**src/design/wffl_pkg.sv**
```systemverilog
`timescale 1ns / 1ps
`default_nettype none
package wffl_pkg;

  localparam int MAX_BLOCKS   = 32;
  localparam int HEADER_BYTES = 16;
  localparam int ALIGN_BYTES  = 8;

  localparam int ADDR_W = 16;
  localparam int IDX_W  = (MAX_BLOCKS > 1) ? $clog2(MAX_BLOCKS) : 1;
  localparam int CNT_W  = $clog2(MAX_BLOCKS + 1);
  // A rounded request can reach one past the largest 16-bit value.
  localparam int NEED_W = ADDR_W + 1;

  // Rounding divides by ALIGN_BYTES through a reciprocal that is exact
  // for every NEED_W-bit dividend and any alignment below 128.
  localparam int RECIP_SH = NEED_W + 7;
  localparam longint RECIP = (64'd1 << RECIP_SH) / ALIGN_BYTES + 64'd1;
  localparam int RECIP_W = RECIP_SH + 1;
  localparam int PROD_W  = NEED_W + RECIP_W;

  localparam logic [ADDR_W-1:0] HEAP_RESET = ADDR_W'(1000);
  localparam logic [ADDR_W-1:0] HDR        = ADDR_W'(HEADER_BYTES);
  localparam logic [NEED_W-1:0] SPLIT_MIN  = NEED_W'(HEADER_BYTES + ALIGN_BYTES);

  typedef enum logic [1:0] {
    STAT_OK      = 2'd0,
    STAT_NO_FIT  = 2'd1,
    STAT_UNKNOWN = 2'd2,
    STAT_FULL    = 2'd3
  } status_t;

  typedef enum logic {
    CMD_ALLOC = 1'b0,
    CMD_FREE  = 1'b1
  } cmd_t;

  typedef enum logic [2:0] {
    CELL_HOLD  = 3'd0,
    CELL_INIT  = 3'd1,
    CELL_PUSH  = 3'd2,
    CELL_PULL  = 3'd3,
    CELL_SPLIT = 3'd4
  } cell_op_t;

  typedef struct packed {
    cell_op_t          op;
    logic [IDX_W-1:0]  pick;
    logic [ADDR_W-1:0] start;
    logic [ADDR_W-1:0] size;
  } cell_cmd_t;

endpackage
`default_nettype wire

```
**src/design/wffl_in_if.sv**
```systemverilog
`timescale 1ns / 1ps
`default_nettype none
interface wffl_in_if;
  logic        valid;
  logic        ready;
  logic        cmd;
  logic [15:0] req_bytes;
  logic [15:0] free_addr;
  modport source (output valid, cmd, req_bytes, free_addr, input ready);
  modport sink (input valid, cmd, req_bytes, free_addr, output ready);
endinterface
`default_nettype wire

```
**src/design/wffl_out_if.sv**
```systemverilog
`timescale 1ns / 1ps
`default_nettype none
interface wffl_out_if;
  logic        valid;
  logic        ready;
  logic [1:0]  status;
  logic [15:0] addr;
  modport source (output valid, status, addr, input ready);
  modport sink (input valid, status, addr, output ready);
endinterface
`default_nettype wire

```
**src/design/wffl_cfg_if.sv**
```systemverilog
`timescale 1ns / 1ps
`default_nettype none
interface wffl_cfg_if;
  logic        valid;
  logic        ready;
  logic [15:0] data;
  modport source (output valid, data, input ready);
  modport sink (input valid, data, output ready);
endinterface
`default_nettype wire

```
**src/design/worst_fit_free_list_allocator.sv**
```systemverilog
`timescale 1ns / 1ps
`default_nettype none
// Worst-fit heap allocator. The free list is a row of cells, head first;
// a free shifts every cell one place toward the tail, and removing a block
// shifts the cells behind it one place toward the head. The PREP and MUL
// states round the size of each request; then one counter walks the free list
// and the allocated table together, one entry per cycle, and the UPD state
// updates both once the output register is free to take the result. A new
// request is taken once the result has entered the output register. Writing
// heap_size is accepted only while no request is being worked on, and a
// pending write holds off new requests; it resets the free list to one block
// (none if the size is below the header) and drops every allocation.
module worst_fit_free_list_allocator
  import wffl_pkg::*;
(
  input wire logic  clk,
  input wire logic  rst_n,
  wffl_in_if.sink   in_if,
  wffl_out_if.source out_if,
  wffl_cfg_if.sink  cfg_if
);

  typedef enum logic [4:0] {
    ST_IDLE = 5'b00001,
    ST_PREP = 5'b00010,
    ST_MUL  = 5'b00100,
    ST_SCAN = 5'b01000,
    ST_UPD  = 5'b10000
  } state_t;

  state_t            state_r, state_nxt;
  logic [IDX_W-1:0]  cnt_r;
  logic [CNT_W-1:0]  free_count_r;
  logic [ADDR_W-1:0] heap_r;
  cmd_t              cmd_r;
  logic [ADDR_W-1:0] req_r, faddr_r;
  logic [NEED_W-1:0] q_r, need_r, best_r;
  logic              found_r, slot_found_r;
  logic [IDX_W-1:0]  pick_r, slot_r;
  logic [ADDR_W-1:0] blk_start_r, blk_size_r;

  logic [ADDR_W-1:0] used_start_r [MAX_BLOCKS];
  logic [ADDR_W-1:0] used_size_r  [MAX_BLOCKS];
  logic [MAX_BLOCKS-1:0] used_valid_r;

  logic              out_valid_r;
  status_t           out_status_r;
  logic [ADDR_W-1:0] out_addr_r;

  logic [ADDR_W-1:0] cell_start [MAX_BLOCKS];
  logic [ADDR_W-1:0] cell_size  [MAX_BLOCKS];
  cell_cmd_t         ccmd;

  logic cfg_wr, in_acc, upd_go;
  logic [ADDR_W-1:0] init_heap;
  logic [NEED_W-1:0] round_in;
  logic [PROD_W-1:0] prod;
  logic [NEED_W+7:0] need_full;
  logic [NEED_W-1:0] slack;
  status_t           res_status;

  assign cfg_wr    = cfg_if.valid && cfg_if.ready;
  assign in_acc    = in_if.valid && in_if.ready;
  assign upd_go    = (state_r == ST_UPD) && (!out_valid_r || out_if.ready);
  assign init_heap = cfg_wr ? cfg_if.data : HEAP_RESET;

  assign cfg_if.ready  = rst_n && (state_r == ST_IDLE);
  assign in_if.ready   = rst_n && (state_r == ST_IDLE) && !cfg_if.valid;
  assign out_if.valid  = out_valid_r;
  assign out_if.status = out_status_r;
  assign out_if.addr   = out_addr_r;

  assign round_in  = NEED_W'(req_r) + NEED_W'(ALIGN_BYTES - 1);
  assign prod      = PROD_W'(round_in) * PROD_W'(RECIP);
  assign need_full = (NEED_W+8)'(q_r) * (NEED_W+8)'(ALIGN_BYTES);
  assign slack     = NEED_W'(blk_size_r) - need_r;

  // Cell row.
  for (genvar i = 0; i < MAX_BLOCKS; i++) begin : g_cell
    wffl_cell u_cell (
      .clk        (clk),
      .idx        (IDX_W'(i)),
      .ccmd       (ccmd),
      .prev_start ((i == 0) ? ccmd.start : cell_start[(i == 0) ? 0 : i - 1]),
      .prev_size  ((i == 0) ? ccmd.size  : cell_size[(i == 0) ? 0 : i - 1]),
      .next_start (cell_start[(i == MAX_BLOCKS - 1) ? i : i + 1]),
      .next_size  (cell_size[(i == MAX_BLOCKS - 1) ? i : i + 1]),
      .start      (cell_start[i]),
      .size       (cell_size[i])
    );
  end

  always_comb begin
    res_status = STAT_OK;
    if (cmd_r == CMD_ALLOC) begin
      if (!found_r) res_status = STAT_NO_FIT;
      else if (!slot_found_r) res_status = STAT_FULL;
    end else begin
      if (!slot_found_r) res_status = STAT_UNKNOWN;
      else if (free_count_r == CNT_W'(MAX_BLOCKS)) res_status = STAT_FULL;
    end
  end

  always_comb begin
    ccmd.op    = CELL_HOLD;
    ccmd.pick  = pick_r;
    ccmd.start = faddr_r - HDR;
    ccmd.size  = blk_size_r;
    if (!rst_n || cfg_wr) begin
      ccmd.op    = CELL_INIT;
      ccmd.start = '0;
      ccmd.size  = init_heap - HDR;
    end else if (upd_go && res_status == STAT_OK) begin
      if (cmd_r == CMD_FREE) begin
        ccmd.op = CELL_PUSH;
      end else if (slack >= SPLIT_MIN) begin
        ccmd.op    = CELL_SPLIT;
        ccmd.start = blk_start_r + HDR + need_r[ADDR_W-1:0];
        ccmd.size  = blk_size_r - need_r[ADDR_W-1:0] - HDR;
      end else begin
        ccmd.op = CELL_PULL;
      end
    end
  end

  always_comb begin
    state_nxt = state_r;
    unique case (state_r)
      ST_IDLE: if (in_acc) state_nxt = ST_PREP;
      ST_PREP: state_nxt = ST_MUL;
      ST_MUL:  state_nxt = ST_SCAN;
      ST_SCAN: if (cnt_r == IDX_W'(MAX_BLOCKS - 1)) state_nxt = ST_UPD;
      ST_UPD:  if (upd_go) state_nxt = ST_IDLE;
      default: state_nxt = ST_IDLE;
    endcase
  end

  always_ff @(posedge clk) begin
    if (!rst_n) begin
      state_r      <= ST_IDLE;
      out_valid_r  <= 1'b0;
      used_valid_r <= '0;
      heap_r       <= HEAP_RESET;
      free_count_r <= (HEAP_RESET >= HDR) ? CNT_W'(1) : '0;
      cnt_r        <= '0;
    end else begin
      state_r <= state_nxt;
      if (upd_go) out_valid_r <= 1'b1;
      else if (out_if.ready) out_valid_r <= 1'b0;
      if (state_r == ST_MUL) cnt_r <= '0;
      else if (state_r == ST_SCAN) cnt_r <= cnt_r + IDX_W'(1);
      if (cfg_wr) begin
        heap_r       <= cfg_if.data;
        used_valid_r <= '0;
        free_count_r <= (cfg_if.data >= HDR) ? CNT_W'(1) : '0;
      end else if (upd_go) begin
        if (res_status == STAT_OK) begin
          if (cmd_r == CMD_FREE) begin
            used_valid_r[slot_r] <= 1'b0;
            free_count_r         <= free_count_r + CNT_W'(1);
          end else begin
            used_valid_r[slot_r] <= 1'b1;
            if (slack < SPLIT_MIN) free_count_r <= free_count_r - CNT_W'(1);
          end
        end
      end
    end
  end

  always_ff @(posedge clk) begin
    if (in_acc) begin
      cmd_r   <= cmd_t'(in_if.cmd);
      req_r   <= in_if.req_bytes;
      faddr_r <= in_if.free_addr;
    end
    if (state_r == ST_PREP) q_r <= NEED_W'(prod >> RECIP_SH);
    if (state_r == ST_MUL) begin
      need_r       <= need_full[NEED_W-1:0];
      best_r       <= need_full[NEED_W-1:0];
      found_r      <= 1'b0;
      slot_found_r <= 1'b0;
    end
    if (state_r == ST_SCAN) begin
      if (cmd_r == CMD_ALLOC) begin
        if (CNT_W'(cnt_r) < free_count_r && NEED_W'(cell_size[cnt_r]) >= best_r) begin
          best_r      <= NEED_W'(cell_size[cnt_r]);
          pick_r      <= cnt_r;
          found_r     <= 1'b1;
          blk_start_r <= cell_start[cnt_r];
          blk_size_r  <= cell_size[cnt_r];
        end
        if (!slot_found_r && !used_valid_r[cnt_r]) begin
          slot_r       <= cnt_r;
          slot_found_r <= 1'b1;
        end
      end else if (!slot_found_r && used_valid_r[cnt_r] &&
                   used_start_r[cnt_r] == faddr_r) begin
        slot_r       <= cnt_r;
        slot_found_r <= 1'b1;
        blk_size_r   <= used_size_r[cnt_r];
      end
    end
    if (upd_go) begin
      out_status_r <= res_status;
      out_addr_r   <= (cmd_r == CMD_ALLOC && res_status == STAT_OK) ?
                      blk_start_r + HDR : '0;
      if (cmd_r == CMD_ALLOC && res_status == STAT_OK) begin
        used_start_r[slot_r] <= blk_start_r + HDR;
        used_size_r[slot_r]  <= need_r[ADDR_W-1:0];
      end
    end
  end

`ifndef NO_ASSERTIONS
  a_count_bound: assert property (@(posedge clk) disable iff (!rst_n)
    free_count_r <= CNT_W'(MAX_BLOCKS))
    else $error("free list count beyond capacity");
  a_scan_end: assert property (@(posedge clk) disable iff (!rst_n)
    state_r == ST_SCAN && cnt_r == IDX_W'(MAX_BLOCKS - 1) |=> state_r == ST_UPD)
    else $error("scan did not end in update");
  a_err_addr: assert property (@(posedge clk) disable iff (!rst_n)
    out_valid_r && out_status_r != STAT_OK |-> out_addr_r == '0)
    else $error("error result carries an address");
  a_heap_init: assert property (@(posedge clk) disable iff (!rst_n)
    cfg_wr |=> heap_r == $past(cfg_if.data) && used_valid_r == '0)
    else $error("heap size write did not reinitialize");
`endif

endmodule
`default_nettype wire

```
**src/design/wffl_cell.sv**
```systemverilog
`timescale 1ns / 1ps
`default_nettype none
module wffl_cell
  import wffl_pkg::*;
(
  input  wire logic              clk,
  input  wire logic [IDX_W-1:0]  idx,
  input  wire cell_cmd_t         ccmd,
  input  wire logic [ADDR_W-1:0] prev_start,
  input  wire logic [ADDR_W-1:0] prev_size,
  input  wire logic [ADDR_W-1:0] next_start,
  input  wire logic [ADDR_W-1:0] next_size,
  output logic      [ADDR_W-1:0] start,
  output logic      [ADDR_W-1:0] size
);

  logic [ADDR_W-1:0] start_r, start_nxt;
  logic [ADDR_W-1:0] size_r, size_nxt;

  always_comb begin
    start_nxt = start_r;
    size_nxt  = size_r;
    case (ccmd.op)
      CELL_INIT: begin
        start_nxt = ccmd.start;
        size_nxt  = ccmd.size;
      end
      CELL_PUSH: begin
        start_nxt = prev_start;
        size_nxt  = prev_size;
      end
      CELL_PULL: begin
        if (idx >= ccmd.pick) begin
          start_nxt = next_start;
          size_nxt  = next_size;
        end
      end
      CELL_SPLIT: begin
        if (idx == ccmd.pick) begin
          start_nxt = ccmd.start;
          size_nxt  = ccmd.size;
        end
      end
      default: ;
    endcase
  end

  always_ff @(posedge clk) begin
    start_r <= start_nxt;
    size_r  <= size_nxt;
  end

  assign start = start_r;
  assign size  = size_r;

endmodule
`default_nettype wire
```
**src/flat_wrapper.sv**
```systemverilog
// flat-port wrapper written by rule: the top's interface ports become plain ports
module worst_fit_free_list_allocator_flat import wffl_pkg::*;
  (clk, rst_n, in_if_valid, in_if_cmd, in_if_req_bytes, in_if_free_addr, in_if_ready, out_if_valid, out_if_status, out_if_addr, out_if_ready, cfg_if_valid, cfg_if_data, cfg_if_ready);
  wffl_in_if in_if_i ();
  wffl_out_if out_if_i ();
  wffl_cfg_if cfg_if_i ();
  input wire logic clk;
  input wire logic rst_n;
  input wire logic [$bits(in_if_i.valid)-1:0] in_if_valid;
  input wire logic [$bits(in_if_i.cmd)-1:0] in_if_cmd;
  input wire logic [$bits(in_if_i.req_bytes)-1:0] in_if_req_bytes;
  input wire logic [$bits(in_if_i.free_addr)-1:0] in_if_free_addr;
  output wire logic [$bits(in_if_i.ready)-1:0] in_if_ready;
  output wire logic [$bits(out_if_i.valid)-1:0] out_if_valid;
  output wire logic [$bits(out_if_i.status)-1:0] out_if_status;
  output wire logic [$bits(out_if_i.addr)-1:0] out_if_addr;
  input wire logic [$bits(out_if_i.ready)-1:0] out_if_ready;
  input wire logic [$bits(cfg_if_i.valid)-1:0] cfg_if_valid;
  input wire logic [$bits(cfg_if_i.data)-1:0] cfg_if_data;
  output wire logic [$bits(cfg_if_i.ready)-1:0] cfg_if_ready;
  assign in_if_i.valid = in_if_valid;
  assign in_if_i.cmd = in_if_cmd;
  assign in_if_i.req_bytes = in_if_req_bytes;
  assign in_if_i.free_addr = in_if_free_addr;
  assign in_if_ready = in_if_i.ready;
  assign out_if_valid = out_if_i.valid;
  assign out_if_status = out_if_i.status;
  assign out_if_addr = out_if_i.addr;
  assign out_if_i.ready = out_if_ready;
  assign cfg_if_i.valid = cfg_if_valid;
  assign cfg_if_i.data = cfg_if_data;
  assign cfg_if_ready = cfg_if_i.ready;
  worst_fit_free_list_allocator u_core (.clk(clk), .rst_n(rst_n), .in_if(in_if_i), .out_if(out_if_i), .cfg_if(cfg_if_i));
endmodule
```
**config.mk**
```make
export PLATFORM = sky130hd
export DESIGN_NAME = worst_fit_free_list_allocator_flat
export DESIGN_NICKNAME = d
export VERILOG_FILES = /design/src/design/wffl_pkg.sv /design/src/design/wffl_in_if.sv /design/src/design/wffl_out_if.sv /design/src/design/wffl_cfg_if.sv /design/src/design/worst_fit_free_list_allocator.sv /design/src/design/wffl_cell.sv /design/src/flat_wrapper.sv
export SDC_FILE = /design/constraint.sdc
export NUM_CORES = 2
export LEC_CHECK = 0
export BUFFER_PORTS_ARGS = -buffer_cell sky130_fd_sc_hd__buf_4
export CORE_ASPECT_RATIO = 0.5
export CORE_MARGIN = 1
export CORE_UTILIZATION = 36
export DETAILED_ROUTE_END_ITERATION = 8
export GPL_TIMING_DRIVEN = 1
export PLACE_DENSITY = 0.56
export REMOVE_ABC_BUFFERS = 1
export SYNTH_ARGS = -nofsm -noshare
export SYNTH_HDL_FRONTEND = slang
export SYNTH_SLANG_ARGS = --single-unit
```
**constraint.sdc**
```tcl
create_clock -name clk -period 6.8 [get_ports clk]
set_input_delay 0 -clock clk [delete_from_list [all_inputs] [get_ports clk]]
set_output_delay 0 -clock clk [all_outputs]
set_load 0.03 [all_outputs]
```
==> reports/qor.csv <==
stage,metric,value,unit
sta,fin_crit,5.72,ns
synth,synth-seq-cells,2146,
synth,yosys-top-cells-area,"edfxtp_1 63%, mux4_2 13%, a221o_1 9.1%",
global_routing,grt.overflow.total,0,
global_routing,antenna_found_initial,10,
final_layout,synthToLayoutAreaGrowth,12.9,%
detailed_routing,drc,0,
detailed_routing,antenna_left,0,
setup_path,start_kind,flop,
sta,setup_tns,0,ns
power_and_ir_drop,powerDensity,258,nW/um2
global_routing,track_usage,21.8,%
setup_path,cpMaxStageDelayCell,dfxtp_4,
final_layout,final_cell_mix,"2073 x edfxtp_1, 900 x a221o_1, 570 x mux4_2",
detailed_routing,vias,62500,
clock_tree,numClockSinks,2146,
global_routing,first_global_vias,60100,
power_and_ir_drop,power.switching,0.00651,W
final_layout,layout.nets,6001,
synth,avgSynthCellArea,16.9,um2
setup_path,critPathMaxFanout,39,
sta,rsz0062_at_grt,no,
power_and_ir_drop,pwr-share-seq,54.3,%
setup_path,worstPathRequired,7.55,ns
clock_tree,cts_tree,done,
power_and_ir_drop,switching_share,22.7,%
global_routing,grt_pass1_wl,441000,um
place,place_area,104000,um2
power_and_ir_drop,internal_power,0.0222,W
final_layout,fin_util,41.0,%
floorplan,die_y,372,um
sta,setup_viol,0,
setup_path,end_kind,flop,
run_status,status,"complete, no violations",
sta,clock_skew,0.0503,ns
synth,syn_area,98600,um2
place,dp_hpwl,176000,um
place,place_ws,1.11,ns
detailed_routing,detail_route.first_pass.iterations,7,
place,portBuffers,74,
synth,netlist_instances,5846,
sta,worst_pin_slew,1.36,ns
synth,async_flop_share,0,%
final_layout,final_common_cell,edfxtp_1,
sta,fin_crit_sh,84.1,%
sta,finalHoldViolations,0,
global_routing,grt_max_degree,252,
sta,worst_slack,1.08,ns
setup_path,critPathTopFamily,multiplexers,
power_and_ir_drop,combPwrFrac,5.4,%
floorplan,die_w,742,um
detailed_routing,initialDrtViolationCount,9518,
sta,slew_headroom,9.17,%
synth,synth-edff-count,2073,
setup_path,max_stage_delay,0.84,ns
clock_tree,clk_path_buf_depth,4,
job,cap_violations,0,
floorplan,io_pins,75,
synth,yosys.area.top_type_share,63.2,%
clock_tree,numCtsBuffers,209,
clock_tree,htree_levels,4,
detailed_routing,via_per_inst,6.48,
setup_path,worstPathCellList,"buf_4, mux4_2, mux4_2, mux2_2, ha_1, nand4_1, nor2_1, a21oi_1, a2111oi_0, o21ai_0, nor2_4, buf_4, mux2_2",
clock_tree,ctsResizeCount,0,
clock_tree,root_buffer,clkbuf_16,
synth,ys.flop_type,edfxtp_1,
synth,synth_warnings,0,
sta,final_max_slew_viol_count,0,
floorplan,row_count,135,
final_layout,stdcell_area,111000,um2
power_and_ir_drop,ir_drop,0.000210,V
sta,fmax,175,MHz
synth,synthDistinctLibCells,75,
clock_tree,clk_latency,0.87,ns
clock_tree,clk_pin_slew_worst_paths,0.07,ns
sta,hold_slack,0.0662,ns
synth,synth_top_area_cell,edfxtp_1,
setup_path,worst-setup-path-type,reg -> reg,
power_and_ir_drop,clockPowerShare,40.3,%
detailed_routing,finalWirelength,310000,um
floorplan,dieArea,276000,um2
place,gp_congestion,0.869,
setup_path,cp_num_buf_inv,2,
synth,ys_seq_area_share,64.6,%
floorplan,core_region_area,271000,um2
detailed_routing,wl_per_cell,32.1,um
setup_path,cp.arrival,6.47,ns
floorplan,start_util,36.3,%
power_and_ir_drop,p_leak,35.7,nW
final_layout,layout-drive-gt1-share,22.1,%
worst_hold_path,hold_class,in -> reg,
## metal layers
metal	track usage (%)	share of wire, %	wire length (um)	up-vias
li1	-	-	-	25100
met1	31.3	41	128000	32900
met2	33.6	46	141000	4004
met3	4.24	10	31200	500
met4	6.38	3.1	9480	2
met5	0	0.0023	7	-
## registers in the layout (all words and copies together), names as in the netlist, 6 cells and up, named ones only
name                        cells
u_core.used_start_r           512
u_core.blk_size_r              16
u_core.free_count_r             6
u_core.need_r                  14
u_core.req_r                   16
u_core.g_cell.u_cell.size     512
u_core.g_cell.u_cell.start    512
u_core.blk_start_r             16
u_core.best_r                  17
u_core.faddr_r                 16
u_core.q_r                     14
u_core.used_size_r            416
u_core.out_if.addr             16
## cells in the mapped netlist, types with 6 or more instances
| master | count |
|---|---|
| or2_2 | 14 |
| clkbuf_1 | 270 |
| buf_4 | 6 |
| nand2_1 | 200 |
| nand4_1 | 19 |
| a21oi_1 | 116 |
| inv_1 | 102 |
| xnor2_1 | 54 |
| buf_1 | 75 |
| o31ai_1 | 25 |
| mux2_2 | 67 |
| a21boi_0 | 9 |
| nor4_1 | 9 |
| o31a_1 | 7 |
| a31oi_1 | 36 |
| o211ai_1 | 17 |
| a221oi_1 | 10 |
| and3_1 | 19 |
| o21ai_1 | 7 |
| o21ai_0 | 146 |
| mux4_2 | 570 |
| buf_2 | 193 |
| a22oi_1 | 81 |
| a221o_1 | 900 |
| nor2_1 | 209 |
| o21bai_1 | 6 |
| a211oi_1 | 34 |
| o22ai_1 | 14 |
| a21o_1 | 17 |
| edfxtp_1 | 2073 |
| nand3_1 | 46 |
| or3_1 | 15 |
| mux2i_1 | 72 |
| dfxtp_1 | 73 |
| o21a_1 | 13 |
| ha_1 | 81 |
| nor2b_1 | 17 |
| nor3_1 | 44 |
| and2_1 | 38 |
| a22o_1 | 9 |
| xor2_1 | 26 |
| or4_1 | 7 |
| nand2b_1 | 23 |
## area by class of cell
cell class	instances	area, um2
Antenna cell	1	2.50
Clock buffer	255	5470
Clock inverter	104	1020
Fill cell	23900	160000
Inverter	104	392
Multi-Input combinational cell	3049	32900
Sequential cell	2146	63700
Tap cell	3630	4540
Timing Repair Buffer	353	3200
## worst reg2reg max path, delay by kind of cell, from the launching register on
family | cells | cell delay, ns
AOI/OAI and AO/OA | 3 | 0.89
adders and majority gates | 1 | 0.36
muxes | 4 | 1.72
buffers and inverters | 2 | 1.17
DFF | 1 | 0.84
and+or+nand+nor | 3 | 0.61
## cell families (layout without fill, tap and decap cells)
logic type | count (synthesis) | count (layout) | synth area share (%)
adder cells (fa/ha/maj) | 84 | 84 | 1.09
multiplexers | 709 | 709 | 14.5
flip-flops | 2146 | 2146 | 64.6
buffers and inverters | 651 | 816 | 2.77
XOR/XNOR | 80 | 80 | 0.711
AO/OA/AOI/OAI | 1488 | 1488 | 13.0
other | 0 | 1 | 0
AND/OR/NAND/NOR | 688 | 688 | 3.30
## worst paths after layout
kind                    startpoint                          endpoint  slack (ns)  cells after the start
setup / recovery   u_core.cnt_r[1]                  u_core.best_r[3]        1.08                     13
hold / removal      cfg_if_data[5]  u_core.g_cell[31].u_cell.size[6]        0.07                      6
setup reg to reg   u_core.cnt_r[1]                  u_core.best_r[3]        1.08                     13
hold reg to reg   u_core.best_r[2]                  u_core.best_r[2]        0.47                      2
## power groups by stage
| stage | clock network, W | registers (W) | logic (W) |
|---|---|---|---|
| finish | 0.0115 | 0.0156 | 0.00155 |
| global route | 0.0122 | 0.0156 | 0.00161 |
| CTS | 0.0117 | 0.0155 | 0.00153 |
| detailed placement | 0 | 0.0158 | 0.00149 |
| global placement | 0 | 0.0158 | 0.00146 |
| floorplan | 0 | 0.0157 | 0.000843 |
## per-stage QoR
stage | total power [W] | cells
final | 0.0287 | 9642
after global routing | 0.0294 | 9641
after CTS | 0.0288 | 9641
after detailed placement | 0.0173 | 9201
after global placement | 0.0173 | 9201
after floorplan | 0.0165 | 5299
## repair_timing
item                      CTS  global route
hold endpoints to repair   65             0
setup buffers               0             0
hold buffers               81             0
(Power assumes the default switching activity.)
